$ cat config.mk
export PLATFORM = sky130hd
export DESIGN_NAME = sorted_array_min_priority_queue_top
export DESIGN_NICKNAME = d
export VERILOG_FILES = /design/src/sapq_pkg.sv /design/src/sorted_array_min_priority_queue_top.sv /design/src/sapq_datapath.sv /design/src/sapq_ctrl.sv
export SDC_FILE = /design/constraint.sdc
export NUM_CORES = 1
export LEC_CHECK = 0
export ABC_AREA = 1
export ABC_CLOCK_PERIOD_IN_PS = 4000
export BUFFER_PORTS_ARGS = -buffer_cell sky130_fd_sc_hd__buf_2
export CORE_ASPECT_RATIO = 0.5
export CORE_MARGIN = 5
export CORE_UTILIZATION = 56
export CTS_CLUSTER_SIZE = 14
export DETAILED_ROUTE_END_ITERATION = 7
export GPL_ROUTABILITY_DRIVEN = 0
export PLACE_DENSITY = 0.76
export SLEW_MARGIN = 5
export SYNTH_ARGS = -nofsm -noshare
export SYNTH_HDL_FRONTEND = slang
export SYNTH_SLANG_ARGS = --single-unit
$ cat constraint.sdc
create_clock -name clk_i -period 4 [get_ports clk_i]
set_input_delay 0.2 -clock clk_i [delete_from_list [all_inputs] [get_ports clk_i]]
set_output_delay 0.2 -clock clk_i [all_outputs]
set_load 0.02 [all_outputs]
$ cat src/sapq_pkg.sv
// Package for the sorted array min priority queue.
// Holds payload structs, codes, controller states and control/status structs.
`default_nettype none

package sapq_pkg;

  localparam int DATA_W    = 32;
  localparam int CMD_W     = 2;
  localparam int STATUS_W  = 2;
  localparam int CNT_OUT_W = 5;
  localparam int CAP_W     = 5;

  localparam logic [CAP_W-1:0] CAP_RESET = 5'd16;

  // Operation codes
  localparam logic [CMD_W-1:0] CMD_INSERT = 2'd0;
  localparam logic [CMD_W-1:0] CMD_REMOVE = 2'd1;
  localparam logic [CMD_W-1:0] CMD_PEEK   = 2'd2;

  // Result status codes
  localparam logic [STATUS_W-1:0] STAT_OK    = 2'd0;
  localparam logic [STATUS_W-1:0] STAT_FULL  = 2'd1;
  localparam logic [STATUS_W-1:0] STAT_EMPTY = 2'd2;

  typedef struct packed {
    logic [CMD_W-1:0]         cmd;
    logic signed [DATA_W-1:0] item_value;
  } in_t;

  typedef struct packed {
    logic [STATUS_W-1:0]      status;
    logic signed [DATA_W-1:0] head_value;
    logic [CNT_OUT_W-1:0]     count_after;
  } out_t;

  typedef enum logic [2:0] {
    S_IDLE,
    S_INS_CHK,
    S_INS_CMP,
    S_PEEK,
    S_POP,
    S_SH_CHK,
    S_SH_WR
  } state_e;

  typedef enum logic [2:0] {
    IDX_HOLD,
    IDX_LOAD,
    IDX_ZERO,
    IDX_DEC,
    IDX_INC
  } idx_op_e;

  typedef enum logic [1:0] {
    RD_HEAD,
    RD_BELOW,
    RD_ABOVE
  } rd_sel_e;

  typedef enum logic {
    WR_VAL,
    WR_RDATA
  } wr_sel_e;

  typedef enum logic [1:0] {
    CNT_HOLD,
    CNT_INC,
    CNT_DEC
  } cnt_op_e;

  typedef enum logic [1:0] {
    HEAD_ZERO,
    HEAD_RDATA,
    HEAD_HELD
  } head_sel_e;

  // Commands from controller to datapath
  typedef struct packed {
    logic                ld_val;
    idx_op_e             idx_op;
    logic                rd_en;
    rd_sel_e             rd_sel;
    logic                wr_en;
    wr_sel_e             wr_sel;
    cnt_op_e             cnt_op;
    logic                head_ld;
    logic                emit;
    logic [STATUS_W-1:0] emit_status;
    head_sel_e           head_sel;
  } ctl_t;

  // Status from datapath to controller
  typedef struct packed {
    logic full;
    logic empty;
    logic idx_zero;
    logic greater;
    logic shift_done;
  } sts_t;

endpackage

`default_nettype wire

$ cat src/sorted_array_min_priority_queue_top.sv
// Top level of the sorted array min priority queue.
// Instantiates sapq_ctrl and sapq_datapath; uses sapq_pkg.
//
// Minimum-first queue of signed 32-bit values kept ascending in a
// DEPTH-entry memory with one write and one registered read port. An item
// is taken when start is high and busy is low; its one result appears on
// res_o for exactly one cycle with res_strobe_o high, the cycle after the
// item completes, and cannot be stalled. Inserts and removes walk the
// memory with one read and one write per moved entry; a refused insert,
// an empty answer or an unused command is answered from idle, and a peek
// only reads the head entry. A new item may be started on the cycle its
// predecessor's result is shown. The capacity register may be written at
// any cycle while no item is in progress.
`default_nettype none

module sorted_array_min_priority_queue_top #(
  parameter int DEPTH = 16
) (
  input  wire                          clk_i,
  input  wire                          rst_ni,
  input  wire                          start,
  output logic                         busy,
  input  wire sapq_pkg::in_t           req_i,
  output logic                         res_strobe_o,
  output sapq_pkg::out_t               res_o,
  input  wire                          cfg_valid_i,
  output logic                         cfg_ready_o,
  input  wire [sapq_pkg::CAP_W-1:0]    cfg_data_i
);
  import sapq_pkg::*;

  ctl_t ctl;
  sts_t sts;
  logic cfg_we;

  assign cfg_ready_o = 1'b1;
  assign cfg_we      = cfg_valid_i && cfg_ready_o;

  sapq_ctrl u_ctrl (
    .clk_i  (clk_i),
    .rst_ni (rst_ni),
    .start  (start),
    .cmd_i  (req_i.cmd),
    .sts_i  (sts),
    .ctl_o  (ctl),
    .busy   (busy)
  );

  sapq_datapath #(
    .DEPTH (DEPTH)
  ) u_dp (
    .clk_i        (clk_i),
    .rst_ni       (rst_ni),
    .ctl_i        (ctl),
    .sts_o        (sts),
    .val_i        (req_i.item_value),
    .cfg_we_i     (cfg_we),
    .cfg_data_i   (cfg_data_i),
    .res_strobe_o (res_strobe_o),
    .res_o        (res_o)
  );

endmodule

`default_nettype wire

$ cat src/sapq_datapath.sv
// Datapath of the sorted array min priority queue: entry memory, count,
// capacity register, walk index and result register. Uses sapq_pkg.
`default_nettype none

module sapq_datapath #(
  parameter int DEPTH = 16
) (
  input  wire                            clk_i,
  input  wire                            rst_ni,
  input  wire sapq_pkg::ctl_t            ctl_i,
  output sapq_pkg::sts_t                 sts_o,
  input  wire [sapq_pkg::DATA_W-1:0]     val_i,
  input  wire                            cfg_we_i,
  input  wire [sapq_pkg::CAP_W-1:0]      cfg_data_i,
  output logic                           res_strobe_o,
  output sapq_pkg::out_t                 res_o
);
  import sapq_pkg::*;

  localparam int CW = $clog2(DEPTH + 1);
  localparam int AW = $clog2(DEPTH);
  localparam int XW = (CW > CAP_W) ? CW : CAP_W;

  logic signed [DATA_W-1:0] mem [DEPTH];
  logic signed [DATA_W-1:0] rdata_q;
  logic signed [DATA_W-1:0] val_q;
  logic signed [DATA_W-1:0] head_q;
  logic [CW-1:0]            cnt_q, cnt_d;
  logic [CW-1:0]            idx_q, idx_d;
  logic [CAP_W-1:0]         cap_q;
  logic [AW-1:0]            raddr;
  logic [AW-1:0]            waddr;
  logic signed [DATA_W-1:0] wdata;
  logic [XW-1:0]            cap_x, eff_cap;
  logic [CW:0]              idx_up;
  logic [CW-1:0]            idx_dn;
  logic signed [DATA_W-1:0] head_mux;
  out_t                     res_q;
  logic                     strobe_q;

  // Effective capacity: zero acts as one, above DEPTH acts as DEPTH
  always_comb begin
    cap_x = XW'(cap_q);
    if (cap_x == '0) begin
      eff_cap = XW'(1);
    end else if (cap_x > XW'(DEPTH)) begin
      eff_cap = XW'(DEPTH);
    end else begin
      eff_cap = cap_x;
    end
  end

  assign idx_up = {1'b0, idx_q} + (CW+1)'(1);
  assign idx_dn = idx_q - CW'(1);

  // Status toward the controller
  always_comb begin
    sts_o.full       = XW'(cnt_q) >= eff_cap;
    sts_o.empty      = (cnt_q == '0);
    sts_o.idx_zero   = (idx_q == '0);
    sts_o.greater    = rdata_q > val_q;
    sts_o.shift_done = idx_up >= {1'b0, cnt_q};
  end

  // Select read address
  always_comb begin
    case (ctl_i.rd_sel)
      RD_BELOW: raddr = idx_dn[AW-1:0];
      RD_ABOVE: raddr = idx_up[AW-1:0];
      default:  raddr = '0;
    endcase
  end

  assign waddr = idx_q[AW-1:0];
  assign wdata = (ctl_i.wr_sel == WR_RDATA) ? rdata_q : val_q;

  // Entry memory, registered read
  always_ff @(posedge clk_i) begin
    if (ctl_i.wr_en) begin
      mem[waddr] <= wdata;
    end
    if (ctl_i.rd_en) begin
      rdata_q <= mem[raddr];
    end
  end

  // Next index and count
  always_comb begin
    case (ctl_i.idx_op)
      IDX_LOAD: idx_d = cnt_q;
      IDX_ZERO: idx_d = '0;
      IDX_DEC:  idx_d = idx_dn;
      IDX_INC:  idx_d = idx_up[CW-1:0];
      default:  idx_d = idx_q;
    endcase
    case (ctl_i.cnt_op)
      CNT_INC: cnt_d = cnt_q + CW'(1);
      CNT_DEC: cnt_d = cnt_q - CW'(1);
      default: cnt_d = cnt_q;
    endcase
  end

  // Hold operand, head and index
  always_ff @(posedge clk_i) begin
    if (ctl_i.ld_val) begin
      val_q <= val_i;
    end
    if (ctl_i.head_ld) begin
      head_q <= rdata_q;
    end
    idx_q <= idx_d;
  end

  // Control state: count and capacity
  always_ff @(posedge clk_i or negedge rst_ni) begin
    if (!rst_ni) begin
      cnt_q <= '0;
      cap_q <= CAP_RESET;
    end else begin
      cnt_q <= cnt_d;
      if (cfg_we_i) begin
        cap_q <= cfg_data_i;
      end
    end
  end

  always_comb begin
    case (ctl_i.head_sel)
      HEAD_RDATA: head_mux = rdata_q;
      HEAD_HELD:  head_mux = head_q;
      default:    head_mux = '0;
    endcase
  end

  // Result register and strobe
  always_ff @(posedge clk_i or negedge rst_ni) begin
    if (!rst_ni) begin
      strobe_q <= 1'b0;
    end else begin
      strobe_q <= ctl_i.emit;
    end
  end

  always_ff @(posedge clk_i) begin
    if (ctl_i.emit) begin
      res_q.status      <= ctl_i.emit_status;
      res_q.head_value  <= head_mux;
      res_q.count_after <= CNT_OUT_W'(cnt_d);
    end
  end

  assign res_strobe_o = strobe_q;
  assign res_o        = res_q;

endmodule

`default_nettype wire

$ cat src/sapq_ctrl.sv
// Controller of the sorted array min priority queue: state machine that
// sequences memory walks for insert and remove. Uses sapq_pkg.
`default_nettype none

module sapq_ctrl (
  input  wire                         clk_i,
  input  wire                         rst_ni,
  input  wire                         start,
  input  wire [sapq_pkg::CMD_W-1:0]   cmd_i,
  input  wire sapq_pkg::sts_t         sts_i,
  output sapq_pkg::ctl_t              ctl_o,
  output logic                        busy
);
  import sapq_pkg::*;

  state_e state_q, state_d;

  // State register
  always_ff @(posedge clk_i or negedge rst_ni) begin
    if (!rst_ni) begin
      state_q <= S_IDLE;
    end else begin
      state_q <= state_d;
    end
  end

  // Next state
  always_comb begin
    state_d = state_q;
    case (state_q)
      S_IDLE: begin
        if (start) begin
          case (cmd_i)
            CMD_INSERT: state_d = sts_i.full  ? S_IDLE : S_INS_CHK;
            CMD_REMOVE: state_d = sts_i.empty ? S_IDLE : S_POP;
            CMD_PEEK:   state_d = sts_i.empty ? S_IDLE : S_PEEK;
            default:    state_d = S_IDLE;
          endcase
        end
      end
      S_INS_CHK: state_d = sts_i.idx_zero ? S_IDLE : S_INS_CMP;
      S_INS_CMP: state_d = sts_i.greater ? S_INS_CHK : S_IDLE;
      S_PEEK:    state_d = S_IDLE;
      S_POP:     state_d = S_SH_CHK;
      S_SH_CHK:  state_d = sts_i.shift_done ? S_IDLE : S_SH_WR;
      S_SH_WR:   state_d = S_SH_CHK;
      default:   state_d = S_IDLE;
    endcase
  end

  // Datapath commands
  always_comb begin
    ctl_o             = '0;
    ctl_o.idx_op      = IDX_HOLD;
    ctl_o.rd_sel      = RD_HEAD;
    ctl_o.wr_sel      = WR_VAL;
    ctl_o.cnt_op      = CNT_HOLD;
    ctl_o.emit_status = STAT_OK;
    ctl_o.head_sel    = HEAD_ZERO;
    case (state_q)
      S_IDLE: begin
        if (start) begin
          ctl_o.ld_val = 1'b1;
          ctl_o.idx_op = IDX_LOAD;
          case (cmd_i)
            CMD_INSERT: begin
              if (sts_i.full) begin
                ctl_o.emit        = 1'b1;
                ctl_o.emit_status = STAT_FULL;
              end
            end
            CMD_REMOVE, CMD_PEEK: begin
              if (sts_i.empty) begin
                ctl_o.emit        = 1'b1;
                ctl_o.emit_status = STAT_EMPTY;
              end else begin
                ctl_o.rd_en  = 1'b1;
                ctl_o.rd_sel = RD_HEAD;
              end
            end
            default: begin
              // unused command answers ok with no change
              ctl_o.emit = 1'b1;
            end
          endcase
        end
      end
      S_INS_CHK: begin
        if (sts_i.idx_zero) begin
          ctl_o.wr_en  = 1'b1;
          ctl_o.wr_sel = WR_VAL;
          ctl_o.cnt_op = CNT_INC;
          ctl_o.emit   = 1'b1;
        end else begin
          ctl_o.rd_en  = 1'b1;
          ctl_o.rd_sel = RD_BELOW;
        end
      end
      S_INS_CMP: begin
        ctl_o.wr_en = 1'b1;
        if (sts_i.greater) begin
          // move the larger entry up one slot
          ctl_o.wr_sel = WR_RDATA;
          ctl_o.idx_op = IDX_DEC;
        end else begin
          ctl_o.wr_sel = WR_VAL;
          ctl_o.cnt_op = CNT_INC;
          ctl_o.emit   = 1'b1;
        end
      end
      S_PEEK: begin
        ctl_o.emit     = 1'b1;
        ctl_o.head_sel = HEAD_RDATA;
      end
      S_POP: begin
        ctl_o.head_ld = 1'b1;
        ctl_o.idx_op  = IDX_ZERO;
      end
      S_SH_CHK: begin
        if (sts_i.shift_done) begin
          ctl_o.cnt_op   = CNT_DEC;
          ctl_o.emit     = 1'b1;
          ctl_o.head_sel = HEAD_HELD;
        end else begin
          ctl_o.rd_en  = 1'b1;
          ctl_o.rd_sel = RD_ABOVE;
        end
      end
      S_SH_WR: begin
        // move the next entry down one slot
        ctl_o.wr_en  = 1'b1;
        ctl_o.wr_sel = WR_RDATA;
        ctl_o.idx_op = IDX_INC;
      end
      default: begin
        ctl_o.emit = 1'b0;
      end
    endcase
  end

  assign busy = (state_q != S_IDLE);

endmodule

`default_nettype wire

==> flow_metrics.py <==
metrics = {
    "global_routing": {
        "grt_pass1_wl_mm": 104,
        "grtUsageMet2_pct": 39.5,
        "grt-ovfl-total": 0,
        "grt_usage_pct": 25.2,
        "gr-usage-met3_pct": 6.42,
        "met1_usage_pct": 36.2,
        "busiest_layer": "met2",
        "grt_pass1_vias": 17625,
        "antenna_found_initial": 0,
        "grt_max_degree": 93,
    },
    "clocking": {
        "numCtsBuffers": 57,
        "cts_tree": "done",
        "clk_latency_ps": 610,
        "root_buffer": "clkbuf_16",
        "ctsLongestPathBuffers": 3,
        "cts.clk_slew.worst_paths_ps": 70,
        "cts_num_sinks": 666,
        "htree_levels": 2,
    },
    "die": {
        "pin_count": 85,
        "start_util_pct": 56.8,
        "row_count": 57,
        "core_mm2": 0.0486,
        "die_h_um": 167,
        "dieWidth_um": 324,
        "dieArea_mm2": 0.0542,
    },
    "critical_path": {
        "cp-end-kind": "flip-flop",
        "cp_common_cell": "nand2_1",
        "critical-path-max-stage-delay_ps": 450,
        "arrival_ps": 4240,
        "crit_required_ps": 4350,
        "worst_path_dominant_cell_family": "compound AO/OA/AOI/OAI gates",
        "cp_cell_sequence": "inv_2, ha_4, ha_1, o21a_1, o21a_1, o21ai_0, nand2_1, nand2_1, nand3_2, ha_1, o21ai_4, clkinv_4, buf_4, clkbuf_16, o21ai_0, o311ai_1, o211ai_1, nand2_1",
        "ff2ff_setup_slack_ps": 110,
        "cp_max_fo": 46,
        "r2r_cells": 18,
        "crit_slowest_cell": "edfxtp_1",
        "r2r_end": "u_dp.rdata_q[3]",
        "reg2reg_from": "u_dp.idx_q[0]",
        "cp-start-kind": "flip-flop",
        "critPathBufInv": 4,
        "criticalPathCategory": "reg -> reg",
    },
    "sta": {
        "clock_skew_ps": 22.9,
        "relSlewSlack_pct": 28.5,
        "final-setup-viol-count": 0,
        "fin_crit_sh_pct": 97.3,
        "fmax_mhz": 257,
        "hold_violations": 0,
        "worst_pin_slew_ps": 1070,
        "timing.hold.ws_ps": 52.0,
        "slew_violations": 0,
        "min_period_ps": 3890,
    },
    "final_layout": {
        "nFillCells": 3298,
        "multi_input_area_mm2": 0.00691,
        "nets": 2430,
        "finalNonFillerCells": 3010,
        "seqCellArea_mm2": 0.0199,
        "stdcell_area_mm2": 0.0317,
        "drive_gt1_share_pct": 12.5,
        "syn_to_final_growth_pct": 14.5,
        "diodes": 0,
        "final_common_cell": "edfxtp_1",
        "final_cell_mix": "652 x edfxtp_1, 462 x nor2_1, 255 x nand2_1, 139 x o21ai_0, 89 x inv_1",
    },
    "drt": {
        "drtIter0Drc": 2738,
        "dr_total_vias": 18579,
        "wl_per_cell_um": 23.6,
        "ant_nets": 0,
        "viasPerCell": 6.17,
        "wl_mm": 71.1,
        "first_pass_iters": 7,
        "drc_errors": 0,
    },
    "placed_design": {
        "io_buffers": 83,
        "dp_hpwl_mm": 39.8,
        "placed_area_mm2": 0.0293,
        "place_inst": 2857,
    },
    "synthesis": {
        "async_flop_share_pct": 2.10,
        "seq_area_frac_synth_pct": 72.1,
        "synth_cells": 2170,
        "syn_avg_cell_area_um2": 12.7,
        "synth-main-ff-cell": "edfxtp_1",
        "syn_nets": 2272,
        "ys_warn_count": 0,
        "ys_types": 43,
        "synth_enable_flop_cells": 652,
        "netlist_area_mm2": 0.0276,
        "ys_ff_latch": 666,
    },
    "job": {
        "cap_violations": 0,
    },
    "power_and_ir_drop": {
        "p_leak_nw": 11.0,
        "ir_worst_vdd_uv": 415,
        "p_per_area_mw_per_mm2": 644,
    },
    "min_path": {
        "hold_class": "in -> async",
    },
    "run_status": {
        "status": "completed",
    },
}
## metrics by stage
stage | power [mW] | utilization [%] | worst slack [ps] | setup TNS [ps]
floorplan | 13.0 | - | 58.8 | 0
global placement | 14.9 | 60.2 | 174 | 0
detailed placement | 15.1 | 60.2 | 44.2 | 0
CTS | 20.2 | 64.6 | 7.73 | 0
global route | 21.2 | 65.1 | -28.4 | -128
finish | 20.4 | 65.1 | 107 | 0
## state kept, by name, summed over array words and instances, names as in the netlist
signal / cells
u_dp.mem: 512
u_dp.rdata_q: 32
u_dp.idx_q: 5
u_dp.res_o: 39
u_dp.cnt_q: 5
u_dp.res_strobe_o: 1
u_ctrl.state_q: 3
u_dp.val_q: 32
u_dp.head_q: 32
u_dp.cap_q: 5
## timing repair
item | CTS | global route
endpoints found under the hold margin | 54 | 0
gates resized for setup | 5 | 19
pin swaps | 0 | 4
hold buffers | 46 | 0
buffers inserted | 0 | 12
cloned | 0 | 3
endpoints found under the setup margin | 3 | 35
## cells in the mapped netlist, types with 2 or more instances
master / count / share of area (%)
o311ai_1: 41 / 1.3
inv_2: 5 / 0.068
nand3_1: 55 / 1.0
a21oi_1: 60 / 1.1
buf_2: 60 / 1.1
nand2_1: 256 / 3.5
clkbuf_1: 43 / 0.58
buf_6: 4 / 0.16
nand4_1: 7 / 0.16
edfxtp_1: 652 / 71
buf_1: 3 / 0.041
o32ai_1: 62 / 2.0
nor3_1: 8 / 0.14
o311ai_0: 21 / 0.67
inv_1: 91 / 1.2
ha_1: 58 / 2.6
o21a_1: 3 / 0.081
a21oi_4: 2 / 0.12
xor2_1: 4 / 0.13
nor3_2: 2 / 0.072
o211ai_1: 63 / 1.7
nand4_2: 2 / 0.090
nor2_1: 477 / 6.5
mux2_2: 3 / 0.12
dfrtp_1: 13 / 1.2
a32oi_1: 4 / 0.13
buf_4: 14 / 0.38
o21ai_0: 141 / 2.6
o21ai_2: 2 / 0.063
## final cells by class
class	instances	share of cell area, %
clock buffers	76	4.76
clock inverters	16	0.443
inverters	97	1.17
multi-input cells	1283	21.8
flip-flops and latches	666	63.0
well taps	649	2.57
repair buffers	223	6.26
## routing by layer
metal / routed length, um / vias up
met3: 10200 / 127
met4: 1560 / 0
met2: 32500 / 1203
met1: 26800 / 9053
li1: - / 8196
met5: 0 / -
## power by group
group / internal, mW / switching, mW
Sequential: 9.50 / 0.585
Combinational: 1.51 / 3.72
Clock: 2.69 / 2.38
## how the worst max path moves through the flow
| stage | from | to | slack (ps) | depth (start not counted) |
|---|---|---|---|---|
| finish | u_dp.idx_q[0] | u_dp.rdata_q[3] | 110 | 18 |
| global route | u_dp.idx_q[0] | u_dp.rdata_q[26] | -30 | 18 |
| CTS | u_dp.idx_q[0] | u_dp.rdata_q[16] | 8 | 19 |
| detailed placement | u_dp.idx_q[0] | u_dp.rdata_q[19] | 40 | 19 |
| global placement | u_dp.idx_q[0] | u_dp.rdata_q[16] | 170 | 19 |
| floorplan | u_ctrl.state_q[1] | u_dp.res_o[0] | 60 | 7 |
## cells by family (layout without fill, tap and decap cells)
kind of cell,Yosys count,count (layout),synth area share (%)
and+or+nand+nor,810,810,11.5
DFF,666,666,72.1
AOI/OAI and AO/OA,404,404,9.81
buffers and inverters,221,412,3.57
adders and majority gates,59,59,2.70
xor gates and xnor gates,6,6,0.217
muxes,3,3,0.122
other,1,1,0.0136
Power figures use the tool's default switching activity.
